File: src/rtl/salct_pkg.sv
// Shared types and codes for the set-associative LRU cache tracker.
`default_nettype none
package salct_pkg;

  typedef enum logic [1:0] {
    OP_LOAD   = 2'd0,
    OP_STORE  = 2'd1,
    OP_MODIFY = 2'd2,
    OP_IFETCH = 2'd3
  } op_e;

  typedef enum logic [1:0] {
    OC_HIT     = 2'd0,
    OC_FILL    = 2'd1,
    OC_EVICT   = 2'd2,
    OC_IGNORED = 2'd3
  } outcome_e;

  typedef enum logic [1:0] {
    CFG_SET_BITS   = 2'd0,
    CFG_BLOCK_BITS = 2'd1,
    CFG_WAYS       = 2'd2
  } cfg_idx_e;

  typedef enum logic {
    BK_IDLE,
    BK_LOOK
  } back_state_e;

  localparam int unsigned AddrFieldW = 64;

  typedef struct packed {
    op_e                   operation;
    logic [AddrFieldW-1:0] address;
  } in_req_t;

  typedef struct packed {
    outcome_e    outcome;
    logic        second_hit;
    logic [31:0] hit_total;
    logic [31:0] miss_total;
    logic [31:0] eviction_total;
  } out_rsp_t;

  typedef struct packed {
    logic [2:0] set_bits;
    logic [3:0] block_bits;
    logic [3:0] ways_in_use;
  } cfg_t;

endpackage
`default_nettype wire

File: src/rtl/salct_front.sv
// Front end: splits the address into set and tag and queues the access.
`default_nettype none
module salct_front
  import salct_pkg::*;
#(
  parameter int unsigned MAX_SETS   = 64,
  parameter int unsigned ADDR_WIDTH = 64,
  parameter int unsigned SET_W      = 6
) (
  input  wire logic             clk_i,
  input  wire logic             rst_ni,
  input  wire cfg_t             cfg_i,
  input  wire logic             in_valid_i,
  output logic                  in_ready_o,
  input  wire in_req_t          in_data_i,
  output logic                  q_valid_o,
  input  wire logic             q_pop_i,
  output op_e                   q_op_o,
  output logic [SET_W-1:0]      q_set_o,
  output logic [ADDR_WIDTH-1:0] q_tag_o
);

  localparam int unsigned SetLim = $clog2(MAX_SETS + 1) - 1;
  localparam logic [AddrFieldW-1:0] AddrMask =
    (ADDR_WIDTH >= AddrFieldW) ? '1 : ((AddrFieldW'(1) << ADDR_WIDTH) - AddrFieldW'(1));

  logic [AddrFieldW-1:0] addr;
  logic [2:0]            s_eff;
  logic [AddrFieldW-1:0] set_full;
  logic [4:0]            tag_sh;
  logic [AddrFieldW-1:0] tag_full;

  always_comb begin
    addr     = in_data_i.address & AddrMask;
    s_eff    = (32'(cfg_i.set_bits) > SetLim) ? 3'(SetLim) : cfg_i.set_bits;
    set_full = (addr >> cfg_i.block_bits) & ((AddrFieldW'(1) << s_eff) - AddrFieldW'(1));
    tag_sh   = 5'(cfg_i.block_bits) + 5'(s_eff);
    tag_full = addr >> tag_sh;
  end

  // two-entry queue
  op_e                   op_q  [2];
  logic [SET_W-1:0]      set_q [2];
  logic [ADDR_WIDTH-1:0] tag_q [2];
  logic                  wp_q, rp_q;
  logic [1:0]            cnt_q;
  logic                  push;

  assign in_ready_o = (cnt_q != 2'd2);
  assign push       = in_valid_i && in_ready_o;
  assign q_valid_o  = (cnt_q != 2'd0);
  assign q_op_o     = op_q[rp_q];
  assign q_set_o    = set_q[rp_q];
  assign q_tag_o    = tag_q[rp_q];

  always_ff @(posedge clk_i) begin
    if (push) begin
      op_q[wp_q]  <= in_data_i.operation;
      set_q[wp_q] <= set_full[SET_W-1:0];
      tag_q[wp_q] <= tag_full[ADDR_WIDTH-1:0];
    end
  end

  always_ff @(posedge clk_i or negedge rst_ni) begin
    if (!rst_ni) begin
      wp_q  <= 1'b0;
      rp_q  <= 1'b0;
      cnt_q <= 2'd0;
    end else begin
      if (push) wp_q <= ~wp_q;
      if (q_pop_i) rp_q <= ~rp_q;
      cnt_q <= cnt_q + 2'(push) - 2'(q_pop_i);
    end
  end

endmodule
`default_nettype wire

File: config.mk
export PLATFORM = sky130hd
export DESIGN_NAME = salct_front
export DESIGN_NICKNAME = d
export VERILOG_FILES = /design/src/rtl/salct_pkg.sv /design/src/rtl/salct_front.sv
export SDC_FILE = /design/constraint.sdc
export NUM_CORES = 1
export LEC_CHECK = 0
export BUFFER_PORTS_ARGS = -buffer_cell sky130_fd_sc_hd__buf_2
export CORE_ASPECT_RATIO = 0.75
export CORE_UTILIZATION = 30
export CTS_CLUSTER_DIAMETER = 150
export DETAILED_ROUTE_END_ITERATION = 8
export PLACE_DENSITY = 0.52
export SYNTH_ARGS = -nofsm -noshare
export SYNTH_HDL_FRONTEND = slang
export SYNTH_SLANG_ARGS = --single-unit
File: constraint.sdc
create_clock -name clk_i -period 4.9 [get_ports clk_i]
set_input_delay 0 -clock clk_i [delete_from_list [all_inputs] [get_ports clk_i]]
set_output_delay 0 -clock clk_i [all_outputs]
set_load 0.05 [all_outputs]
# Word level (Yosys, flattened, before mapping)
# Memory sizes are Yosys's and may differ from the RTL's.
# Index checks and enable logic that the tools add are counted.
# word_totals
register_bits	4
mem_bits_rw	144
inputBits	81
output_inout_bits	74
elab_cells	23
mem_count	3
# memory_table
memory	words	width	read_ports	rd_clocked_by_memory_dff	wr	line	rtl
tag_q	2	64	1	0	1	salct_front.sv:44	logic [ADDR_WIDTH-1:0] tag_q [2];
set_q	2	6	1	0	1	salct_front.sv:43	logic [SET_W-1:0] set_q [2];
op_q	2	2	1	0	1	salct_front.sv:42	op_e op_q [2];
# op_classes
n_addsub	4
n_lt_le_gt_ge	1
eq_ne	1
shifts	3
n_mux	3
n_bitwise	3
n_reduce_logical	2
# ops
operator	n
$shr A64 B4 Y6	1
$shr A64 B5 Y64	1
$and A6 B6 Y6	1
$shl A1 B3 Y6 const A	1
$sub A6 B1 Y6 const B	1
$add A4 B3 Y5	1
$gt A3 B3 Y1 const B	1
$mux W3	1
$add A2 B1 Y2	1
$mux W1	2
$ne A2 B2 Y1 const B	1
$not A1 Y1	2
$reduce_bool A2 Y1	1
$sub A2 B1 Y2	1
$logic_and A1 B1 Y1	1

# Logic depth before layout (Yosys ltp)
# Gate-level depths: netlist (run 1).
# depth
depth_word	5
mapped_depth	12
mapped_depth_nobuf	9

# Worst setup path after synthesis (run 1)
# OpenSTA, ideal clock, no wires.
# synth_path
path_type	reg2reg
start	reg cnt_q[0]
end	mem op_q[0][0] (netlist name), enable pin
setup_ns	0.503
arrival_time_ns	4.030
setup_slack_ns	0.367
stages_incl_launch_ff	4
cell_sequence	dfrtp_1 > nand2b_1 > nand2_1 > nor2_1
# synth_between
elab_chain_cells	4
# synth_rtl
item	line	rtl
start, declared	salct_front.sv:46	logic [1:0] cnt_q;
start signal, assigned	salct_front.sv:72	cnt_q <= cnt_q + 2'(push) - 2'(q_pop_i);
$ne A2 B2 Y1	salct_front.sv:49	assign in_ready_o = (cnt_q != 2'd2);
via in_ready_o	salct_front.sv:14	output logic in_ready_o,
$logic_and A1 B1 Y1	salct_front.sv:50	assign push = in_valid_i && in_ready_o;
$mux W1	salct_front.sv:57	if (push) begin
$mux W1 (implied by the code)	salct_front.sv:58	op_q[wp_q] <= in_data_i.operation;
end, declared	salct_front.sv:42	
# The timed path passes the listed nets, and every way through them passes these cells.

# Final worst setup path (run 1)
# layout_path
start	in cfg_i[9] (netlist name)
end	mem tag_q[1][12], data pin
# layout_between
elab_chain_cells	4
# layout_rtl
item	line	rtl
start, declared	salct_front.sv:12	input wire cfg_t cfg_i,
$gt A3 B3 Y1	salct_front.sv:35	s_eff = (32'(cfg_i.set_bits) > SetLim) ? 3'(SetLim) : cfg_i.set_bits;
$mux W3 (*)	salct_front.sv:35	
$add A4 B3 Y5 (*)	salct_front.sv:37	tag_sh = 5'(cfg_i.block_bits) + 5'(s_eff);
$shr A64 B5 Y64 (*)	salct_front.sv:38	tag_full = addr >> tag_sh;
via tag_full[12]	salct_front.sv:31	logic [AddrFieldW-1:0] tag_full;
end, declared	salct_front.sv:44	
# The timed path passes the listed nets; every way through them passes the cells marked *.

==> flow_metrics.env, run 1 <==
export IMPL_yosysTopAreaCellShare_pct=43.4
export IMPL_cts_sinks=148
export IMPL_holdCritPathClass="input port to flop"
export IMPL_fmax_ghz=0.303
export IMPL_max_cap_violations=0
export IMPL_max_slew_margin_pct=32.9
export IMPL_antenna_found_initial=1
export IMPL_path_cells="buf_2 > nand2_1 > and2_1 > ha_4 > fa_4 > buf_4 > mux4_2 > mux2_2 > a221o_1"
export IMPL_fp_dieW_um=213
export IMPL_cts_buffers=17
export IMPL_post_route_period_util_pct=67.3
export IMPL_grt_pass1_vias=6584
export IMPL_core_area_um2=32500
export IMPL_ir_worst_vdd_v=0.000334
export IMPL_synthArstFlopShare_pct=2.70
export IMPL_cp_start_kind="input port"
export IMPL_cts_tree="yes"
export IMPL_dp_cells=1305
export IMPL_netlist_top_cells_area="edfxtp_1 43%, mux2_2 16%, mux2i_1 12%"
export IMPL_required_ns=5.05
export IMPL_cts_root_buffer="clkbuf_16"
export IMPL_fin_crit_ns=3.30
export IMPL_synth_area_leader_cell="edfxtp_1"
export IMPL_portBuffers=150
export IMPL_design_die_area_um2=34000
export IMPL_synth_top_cells_by_count="144 x edfxtp_1, 139 x mux2_2, 119 x mux2i_1, 44 x mux4_2"
export IMPL_synth_area_um2=9970
export IMPL_status="finished, final reports clean"
export IMPL_cp_data_arrival_time_ns=3.45
export IMPL_slowest_delay_ns=1.10
export IMPL_multi_input_comb_area_um2=5280
export IMPL_path_class="input port to flop"
export IMPL_synth_edf_count=144
export IMPL_finalPower_mw=6.73
export IMPL_cts_hold_buf=6
export IMPL_postSynthCellCount=761
export IMPL_htree_levels=4
export IMPL_synth_fp_nets=848
export IMPL_die_h_um=160
export IMPL_totalWireLength_um=28400
export IMPL_power_density_nw_per_um2=569
export IMPL_crit_fanout=37
export IMPL_grt_overflow=0
export IMPL_fp_row_count=57
export IMPL_endpoint_kind="flop"
export IMPL_cts_resized=0
export IMPL_tns_ns=0
export IMPL_dr_pass1_iters=5
export IMPL_via_count=7097
export IMPL_ys_ff_latch=148
export IMPL_avgSynthCellArea_um2=13.1
export IMPL_io_pins=155
export IMPL_worst_slew_pin_slew_ns=1.01
export IMPL_area_growth_pct=18.5
export IMPL_critPathSlowestCell="fa_4"
export IMPL_ys_seq_area_share_pct=44.4
export IMPL_clkLatencyLatePin_ns=0.42
export IMPL_synth_most_common_cell="edfxtp_1"
export IMPL_whs_ns=0.0767
export IMPL_drc=0
export IMPL_track_usage_pct=16.7
export IMPL_fin_nets=975
export IMPL_drive_gt1_share_pct=44.4
export IMPL_ys_warn_count=0
export IMPL_rsz0062_at_grt="no"
export IMPL_p_leak_nw=4.51
export IMPL_cts_setup_buffers=0
export IMPL_drt_wirelength_per_cell_um=21.2
export IMPL_final_seq_area_um2=4430
export IMPL_hold_violations=0
export IMPL_dp_hpwl_um=21500
export IMPL_cp_top_family="adder cells"
export IMPL_stdcell_count=1344
export IMPL_worst_path_buf_inv=2
export IMPL_grt_max_degree=59
export IMPL_slew_violations=0
export IMPL_start_util_pct=30.7
export IMPL_synth_flop_cell="edfxtp_1"
export IMPL_gp_congestion=0.878
export IMPL_setup_violations=0
export IMPL_synth_cell_types=49
export IMPL_nFillCells=3232
export IMPL_drt_iter0_drc=729
export IMPL_cts_max_path_buffers=2
export IMPL_path_clk_slew_ns=0.06
export IMPL_grt_pass1_wl_um=41800
export IMPL_antenna_left=0
export IMPL_vias_per_cell=5.28
export IMPL_skew_ns=0.00973
==> power by group <==
group	internal (mW)	switching (mW)	total (mW)
clock network	0.724	0.553	1.28
logic	1.06	2.36	3.42
registers	1.89	0.139	2.03
==> cells by family after synthesis <==
family,Yosys count,share of synthesized area (%)
flip-flops,148,44.4
adder cells (fa/ha/maj),6,0.828
XOR/XNOR,8,0.778
buffers and inverters,73,3.46
AND/OR/NAND/NOR,131,6.08
AO/OA/AOI/OAI,91,6.61
multiplexers,304,37.9
==> cell type report <==
class                      count  share of cell area, %
timing repair buffer         174                   8.00
sequential                   148                   37.4
clock buffer                  17                   3.60
inverter                       7                  0.222
tap                          442                   4.68
multi-input combinational    540                   44.6
antenna                        1                 0.0212
clock inverter                15                   1.40
==> per-stage QoR <==
step / utilization [%] / cell area [um^2] / setup slack [ns]
3_5_place_dp: 34.3 / 11200 / 1.21
2_1_floorplan: - / 9970 / 0.367
3_3_place_gp: 34.3 / 11200 / 1.24
6_report: 36.3 / 11800 / 1.60
5_1_grt: 36.3 / 11800 / 1.46
4_1_cts: 36.3 / 11800 / 1.66
==> routing by layer <==
metal | wire length [um] | track usage (%) | vias to the layer above
met5 | 0 | 0 | -
met4 | 158 | 3.37 | 0
met3 | 2090 | 3.36 | 11
met2 | 11000 | 21.0 | 289
met1 | 15200 | 28.1 | 3506
li1 | - | - | 3291
==> cell usage in the layout (no fill, tap or decap), drive strengths merged, types with 7 or more instances in the layout <==
cell | netlist | layout
clkbuf | 25 | 17
mux2 | 141 | 141
o211ai | 7 | 7
mux2i | 119 | 119
nor2 | 30 | 30
a211oi | 21 | 21
buf | 41 | 168
edfxtp | 144 | 144
nand2 | 30 | 30
nor3 | 28 | 28
and3 | 9 | 9
o21ai | 18 | 18
o22ai | 7 | 7
inv | 7 | 16
mux4 | 44 | 44
a21oi | 7 | 7
nand3 | 23 | 23
==> final timing paths <==
path | startpoint | to | slack, ns | cells after the start
worst max-delay path | cfg_i[9] | tag_q[1][12]$_DFFE_PP_ | 1.60 | 9
max in group asynchronous | rst_ni | rp_q$_DFFE_PN0P_ | 4.22 | 3
worst min register to register | cnt_q[0]$_DFF_PN0_ | cnt_q[0]$_DFF_PN0_ | 0.52 | 1
min in group asynchronous | rst_ni | cnt_q[1]$_DFF_PN0_ | 0.48 | 3
worst max register to register | cnt_q[1]$_DFF_PN0_ | tag_q[1][5]$_DFFE_PP_ | 2.64 | 3
worst min-delay path | cfg_i[10] | set_q[1][3]$_DFFE_PP_ | 0.08 | 2
==> sequential cells by signal, indices dropped and copies added (netlist names) <==
name   cells
cnt_q      2
tag_q    128
rp_q       1
wp_q       1
set_q     12
op_q       4
Note: power is estimated with default switching activity, not from simulation.
==> run 2: changes to the inputs <==
ABC_AREA = 1   (was not set)
PLACE_DENSITY = 0.53   (was 0.52)
clock period = 2.81 ns   (was 4.9 ns; I/O delays follow)
==> run 2 against run 1 <==
Sequential share of layout area rose by 1.4 points. Worst hold slack got worse by 0.051 ns. Synthesized cell count rose by 51%. First-iteration DRC count rose by 44%. Cell count rose by 26%. Global-route usage rose by 3.3 points. Wire length rose by 14%. Combinational power rose by 65%. Critical path depth rose by 1. Clock skew fell by 0.0032 ns. Sequential cell count did not move. Largest cell class unchanged. Largest power group unchanged.
==> flow_metrics.env, run 2 <==
export IMPL_cp_data_arrival_time_ns=2.14
export IMPL_fin_nets=1353
export IMPL_holdPathStages=3
export IMPL_cp_top_family="adder cells"
export IMPL_fp_dieW_um=209
export IMPL_drt_wirelength_per_cell_um=19.2
export IMPL_synth_cell_types=29
export IMPL_p_switching_mw=5.20
export IMPL_design_die_area_um2=32900
export IMPL_path_class="input port to flop"
export IMPL_p_int_mw=6.03
export IMPL_grt_pass1_wl_um=49600
export IMPL_status="finished, final reports clean"
export IMPL_top_regs="tag_q x128, set_q x12, op_q x4"
export IMPL_fin_crit_ns=2.01
export IMPL_htree_levels=4
export IMPL_skew_ns=0.00654
export IMPL_fp_row_count=56
export IMPL_die_h_um=157
export IMPL_r2r_start="cnt_q[1]$_DFF_PN0_"
export IMPL_power_density_nw_per_um2=985
export IMPL_slew_violations=0
export IMPL_nFillCells=3266
export IMPL_clkLatencyLatePin_ns=0.42
export IMPL_drc=0
export IMPL_crit_fanout=20
export IMPL_regMostFlops="tag_q"
export IMPL_synth_edf_count=144
export IMPL_required_ns=2.94
export IMPL_cts_tree="yes"
export IMPL_cts_resized=0
export IMPL_postSynthCellCount=1150
export IMPL_cp_start_kind="input port"
export IMPL_cpMostUsedCell="nand3_1"
export IMPL_netlist_top_cells_area="edfxtp_1 45%, nand3_1 26%, nand2_1 10%"
export IMPL_path_clk_slew_ns=0.06
export IMPL_ys_ff_latch=148
export IMPL_worst_slew_pin_slew_ns=0.704
export IMPL_hold_violations=0
export IMPL_drt_iter0_drc=1051
export IMPL_sw_frac_of_total_pct=46.3
export IMPL_track_usage_pct=20.0
export IMPL_cts_sinks=148
export IMPL_rsz0062_at_grt="no"
export IMPL_start_util_pct=30.6
export IMPL_final_common_cell="nand3_1"
export IMPL_drive_gt1_share_pct=22.9
export IMPL_synthArstFlopShare_pct=2.70
export IMPL_reg2reg_to="tag_q[0][40]$_DFFE_PP_"
export IMPL_dr_pass1_iters=5
export IMPL_dp_hpwl_um=23400
export IMPL_io_pins=155
export IMPL_hold_path_end="set_q[1][4]$_DFFE_PP_"
export IMPL_power_frac_comb_pct=50.4
export IMPL_dp_cells=1647
export IMPL_critPathSlowestCell="fa_2"
export IMPL_gp_congestion=0.917
export IMPL_largest_reg_flops=128
export IMPL_p_seq_share_pct=29.8
export IMPL_vias_per_cell=5.36
export IMPL_max_cap_violations=0
export IMPL_cts_setup_buffers=0
export IMPL_slowest_delay_ns=0.67
export IMPL_area_growth_pct=18.3
export IMPL_cts_root_buffer="clkbuf_16"
export IMPL_antenna_found_initial=8
export IMPL_portBuffers=150
export IMPL_synth_area_leader_cell="edfxtp_1"
export IMPL_avgSynthCellArea_um2=8.38
export IMPL_grt_overflow=0
export IMPL_pwr_share_clk_pct=19.8
export IMPL_reg2reg_depth=4
export IMPL_stdcell_count=1689
export IMPL_totalWireLength_um=32400
export IMPL_synth_most_common_cell="nand3_1"
export IMPL_timing_reg2reg_setup_slack_ns=1.17
export IMPL_cts_max_path_buffers=2
export IMPL_setup_violations=0
export IMPL_max_slew_margin_pct=53.0
export IMPL_finalPower_mw=11.2
export IMPL_cts_buffers=17
export IMPL_synth_fp_nets=1237
export IMPL_hold_path_startpoint="cfg_i[10]"
export IMPL_via_count=9047
export IMPL_holdCritPathClass="input port to flop"
export IMPL_endpoint_kind="flop"
export IMPL_tns_ns=0
export IMPL_p_leak_nw=4.69
export IMPL_fin_area_um2=11400
export IMPL_synth_area_um2=9640
export IMPL_grt_max_degree=74
export IMPL_placed_cell_area_um2=10800
export IMPL_ys_warn_count=0
export IMPL_final_cell_mix="503 x nand3_1, 267 x nand2_1, 150 x buf_2, 144 x edfxtp_1, 72 x mux2_2"
export IMPL_ir_worst_vdd_v=0.000450
export IMPL_core_area_um2=31500
export IMPL_antenna_left=0
export IMPL_synth_top_cells_by_count="503 x nand3_1, 267 x nand2_1, 144 x edfxtp_1, 72 x mux2_2, 56 x buf_2"
export IMPL_fmax_ghz=0.498
export IMPL_yosysTopAreaCellShare_pct=44.9
export IMPL_worst_path_buf_inv=2
export IMPL_cp_depth=10
export IMPL_post_route_period_util_pct=71.5
export IMPL_synth_flop_cell="edfxtp_1"
export IMPL_grt_pass1_vias=8290
export IMPL_ys_seq_area_share_pct=45.9
export IMPL_path_cells="buf_2 > a21oi_1 > ha_2 > fa_2 > buf_4 > nand3_1 > nand3_1 > nand3_1 > nand3_1 > nand2_1"
export IMPL_whs_ns=0.0253
-- run 2: how the worst max path moves through the flow --
stage | slack, ns | endpoint | from
after floorplan | -0.50 | op_q[1][0]$_DFFE_PP_ | cnt_q[1]$_DFF_PN0_
after global placement | 0.39 | tag_q[0][26]$_DFFE_PP_ | cfg_i[9]
after detailed placement | 0.37 | tag_q[1][26]$_DFFE_PP_ | cfg_i[9]
after CTS | 0.83 | q_tag_o[24] | rp_q$_DFFE_PN0P_
after global routing | 0.66 | tag_q[1][20]$_DFFE_PP_ | cfg_i[9]
final | 0.80 | tag_q[0][8]$_DFFE_PP_ | cfg_i[9]
-- run 2: what timing repair did --
item | 4_1_cts | 5_1_grt
hold buffers | 6 | 0
endpoints found under the setup margin | 0 | 0
endpoints found under the hold margin | 10 | 0
-- run 2: cell type report --
| type | count | area (um^2) | share of cell area (%) |
|---|---|---|---|
| tap | 406 | 508 | 4.45 |
| clock inverter | 12 | 120 | 1.05 |
| sequential | 148 | 4430 | 38.8 |
| antenna | 4 | 10.0 | 0.0878 |
| timing repair buffer | 181 | 1110 | 9.74 |
| multi-input combinational | 904 | 4720 | 41.4 |
| clock buffer | 20 | 457 | 4.00 |
| inverter | 14 | 52.6 | 0.461 |
-- run 2: power groups by stage --
stage | Combinational [mW] | Sequential (mW) | Clock (mW)
finish | 5.66 | 3.34 | 2.22
global route | 6.09 | 3.40 | 2.37
CTS | 5.70 | 3.35 | 2.29
detailed placement | 5.68 | 3.39 | 0
global placement | 5.67 | 3.37 | 0
floorplan | 4.28 | 3.36 | 0
-- run 2: layer usage --
| layer | GRT usage [%] | share of wire [%] | wire (um) |
|---|---|---|---|
| met1 | 31.6 | 51 | 16500 |
| met2 | 26.8 | 39 | 12800 |
| met3 | 4.63 | 8.9 | 2880 |
| met4 | 4.06 | 0.78 | 252 |
| met5 | 0 | 0.077 | 25 |
-- run 2: stage by stage --
| stage | util, % | setup slack [ns] |
|---|---|---|
| 2_1_floorplan | - | -0.505 |
| 3_3_place_gp | 34.2 | 0.394 |
| 3_5_place_dp | 34.2 | 0.367 |
| 4_1_cts | 36.2 | 0.833 |
| 5_1_grt | 36.2 | 0.657 |
| 6_report | 36.2 | 0.801 |
-- run 2: kinds of logic after synthesis --
group,count (synthesis),synth area share [%]
flip-flops,148,45.9
buffers and inverters,98,5.48
multiplexers,72,8.41
AO/OA/AOI/OAI,17,0.895
XOR/XNOR,3,0.273
AND/OR/NAND/NOR,806,38.2
adder cells (fa/ha/maj),6,0.857
-- run 2: worst reg2reg max path, stage by stage (launching register included) --
cell	delay (ns)
dfrtp_1	0.40
nand2_1	0.11
nand2_1	0.16
nor2_4	0.12
buf_4	0.45
==> run 3: changes to the inputs <==
PLACE_DENSITY = 0.52   (was 0.53)
clock period = 2 ns   (was 2.81 ns; I/O delays follow)
==> run 3 against run 2 <==
Non-clock buffer count rose by 52. First-iteration DRC count grew 3.9%. Total power up 46%. Sequential power grew 41%. Register-to-register slack got worse by 0.61 ns. Sequential share of layout area decreased by 1.6 points. Largest power group unchanged. Global-route usage rose by 1.0 points. Worst hold slack better by 0.035 ns. Clock skew grew 0.0099 ns.
==> flow_metrics.env, run 3 (same netlist as run 2, synthesis figures left out) <==
export IMPL_met3WireLength_um=3130
export IMPL_skew_ns=0.0164
export IMPL_post_route_period_util_pct=91.4
export IMPL_fin_nets=1405
export IMPL_top_layer_used="met4"
export IMPL_r2r_start="cnt_q[0]$_DFF_PN0_"
export IMPL_cp_start_kind="input port"
export IMPL_cts_buffers=17
export IMPL_final_cell_mix="503 x nand3_1, 264 x nand2_1, 150 x buf_2, 144 x edfxtp_1, 72 x mux2_2"
export IMPL_wl_met2_um=13000
export IMPL_hold_path_end="set_q[1][0]$_DFFE_PP_"
export IMPL_die_h_um=157
export IMPL_design_die_area_um2=32900
export IMPL_reg2reg_depth=5
export IMPL_regMostFlops="tag_q"
export IMPL_gp_congestion=0.942
export IMPL_fp_row_count=56
export IMPL_htree_levels=4
export IMPL_final_seq_area_um2=4430
export IMPL_fp_dieW_um=209
export IMPL_grt_pass1_wl_um=51500
export IMPL_status="finished, final reports clean"
export IMPL_drive_gt1_share_pct=26.2
export IMPL_whs_ns=0.0600
export IMPL_core_area_um2=31500
export IMPL_n_antenna_cell=0
export IMPL_track_usage_pct=21.0
export IMPL_dp_hpwl_um=25400
export IMPL_multi_input_comb_area_um2=4750
export IMPL_drt_iter0_drc=1092
export IMPL_fmax_ghz=0.547
export IMPL_crit_fanout=59
export IMPL_p_leak_nw=4.99
export IMPL_dp_cells=1698
export IMPL_holdCritPathClass="input port to flop"
export IMPL_worst_slew_pin_slew_ns=0.572
export IMPL_stdcell_count=1736
export IMPL_cp_data_arrival_time_ns=1.99
export IMPL_cts_tree="yes"
export IMPL_via_count=9342
export IMPL_start_util_pct=30.6
export IMPL_io_pins=155
export IMPL_max_cap_violations=0
export IMPL_setup_violations=0
export IMPL_endpoint_kind="flop"
export IMPL_max_slew_margin_pct=61.8
export IMPL_final_common_cell="nand3_1"
export IMPL_grt_pass1_vias=8523
export IMPL_power_density_nw_per_um2=1380
export IMPL_fin_crit_ns=1.83
export IMPL_wl_met1_um=17400
export IMPL_path_class="input port to flop"
export IMPL_antenna_left=0
export IMPL_hold_path_startpoint="cfg_i[7]"
export IMPL_holdPathStages=3
export IMPL_nFillCells=3228
export IMPL_antenna_found_initial=0
export IMPL_hold_violations=0
export IMPL_vias_per_cell=5.38
export IMPL_timing_reg2reg_setup_slack_ns=0.56
export IMPL_drc=0
export IMPL_clkLatencyLatePin_ns=0.44
export IMPL_dr_pass1_iters=6
export IMPL_top_regs="tag_q x128, set_q x12, op_q x4"
export IMPL_cts_sinks=148
export IMPL_largest_reg_flops=128
export IMPL_grt_overflow=0
export IMPL_cts_root_buffer="clkbuf_16"
export IMPL_totalWireLength_um=33800
export IMPL_reg2reg_to="tag_q[1][48]$_DFFE_PP_"
export IMPL_grt_max_degree=60
export IMPL_ir_worst_vdd_v=0.000525
export IMPL_required_ns=2.16
export IMPL_drt_wirelength_per_cell_um=19.5
export IMPL_rsz0062_at_grt="no"
export IMPL_path_clk_slew_ns=0.06
export IMPL_portBuffers=150
export IMPL_cts_max_path_buffers=2
export IMPL_area_growth_pct=23.6
export IMPL_slew_violations=0
## run 3: cell count changes in the layout (fill, tap and decap cells not counted), sizes merged
cell      delta
clkbuf       -2
inv          -2
clkinv       +2
buf         +52
bufinv       +2
clkinvlp     -1
diode        -4
## run 3: area by class of cell
cell class | instances | share of cell area, %
flip-flops and latches | 148 | 37.2
inverters | 14 | 0.441
clock inverters | 13 | 1.44
repair buffers | 233 | 13.2
multi-input cells | 904 | 39.8
well taps | 406 | 4.26
clock buffers | 18 | 3.60
## run 3: per-layer routing
| layer | track usage [%] | vias up |
|---|---|---|
| met5 | 0 | - |
| met4 | 5.15 | 0 |
| met3 | 4.89 | 29 |
| met2 | 27.3 | 431 |
| met1 | 33.7 | 4398 |
| li1 | - | 4484 |
## run 3: repair_timing
item,4_1_cts,5_1_grt
buffers inserted,1,0
gates cloned,0,0
setup endpoints to repair,15,4
hold buffers,6,0
gates resized for setup,0,2
endpoints found under the hold margin,10,0
pin swaps,0,0
## run 3: worst max path at each step
stage / slack, ns / startpoint / end / cells past startpoint
floorplan: -0.19 / cnt_q[1]$_DFF_PN0_ / op_q[1][0]$_DFFE_PP_ / 3
global placement: -0.32 / cfg_i[9] / tag_q[1][60]$_DFFE_PP_ / 10
detailed placement: -0.33 / cfg_i[9] / tag_q[0][60]$_DFFE_PP_ / 10
CTS: 0.12 / cfg_i[9] / tag_q[1][60]$_DFFE_PP_ / 10
global route: 0.08 / cfg_i[9] / tag_q[1][34]$_DFFE_PP_ / 12
finish: 0.17 / cfg_i[8] / tag_q[0][34]$_DFFE_PP_ / 12
## run 3: power breakdown
group          total [mW]  internal [mW]  switching (mW)
logic                8.43           2.43            5.99
registers            4.72           4.51           0.208
clock network        3.29           1.97            1.32
## run 3: metrics by stage
stage	TNS, ns	util [%]	cell area (um^2)	total power, mW	worst slack (ns)
after floorplan	-25.20	-	9670	10.8	-0.190
after global placement	-25.73	35.7	11200	13.1	-0.323
after detailed placement	-26.66	35.7	11200	13.2	-0.330
after CTS	0	37.8	11900	16.6	0.121
after global routing	0	37.9	11900	17.3	0.0761
final	0	37.9	11900	16.4	0.173
## run 3: worst max-delay path, cell delays in order
cell     delay, ns
buf_2         0.10
inv_1         0.06
a21oi_2       0.04
ha_2          0.18
fa_2          0.57
buf_12        0.27
nand3_1       0.15
nand3_1       0.14
buf_4         0.12
nand3_1       0.11
nand3_1       0.13
nand2_1       0.11
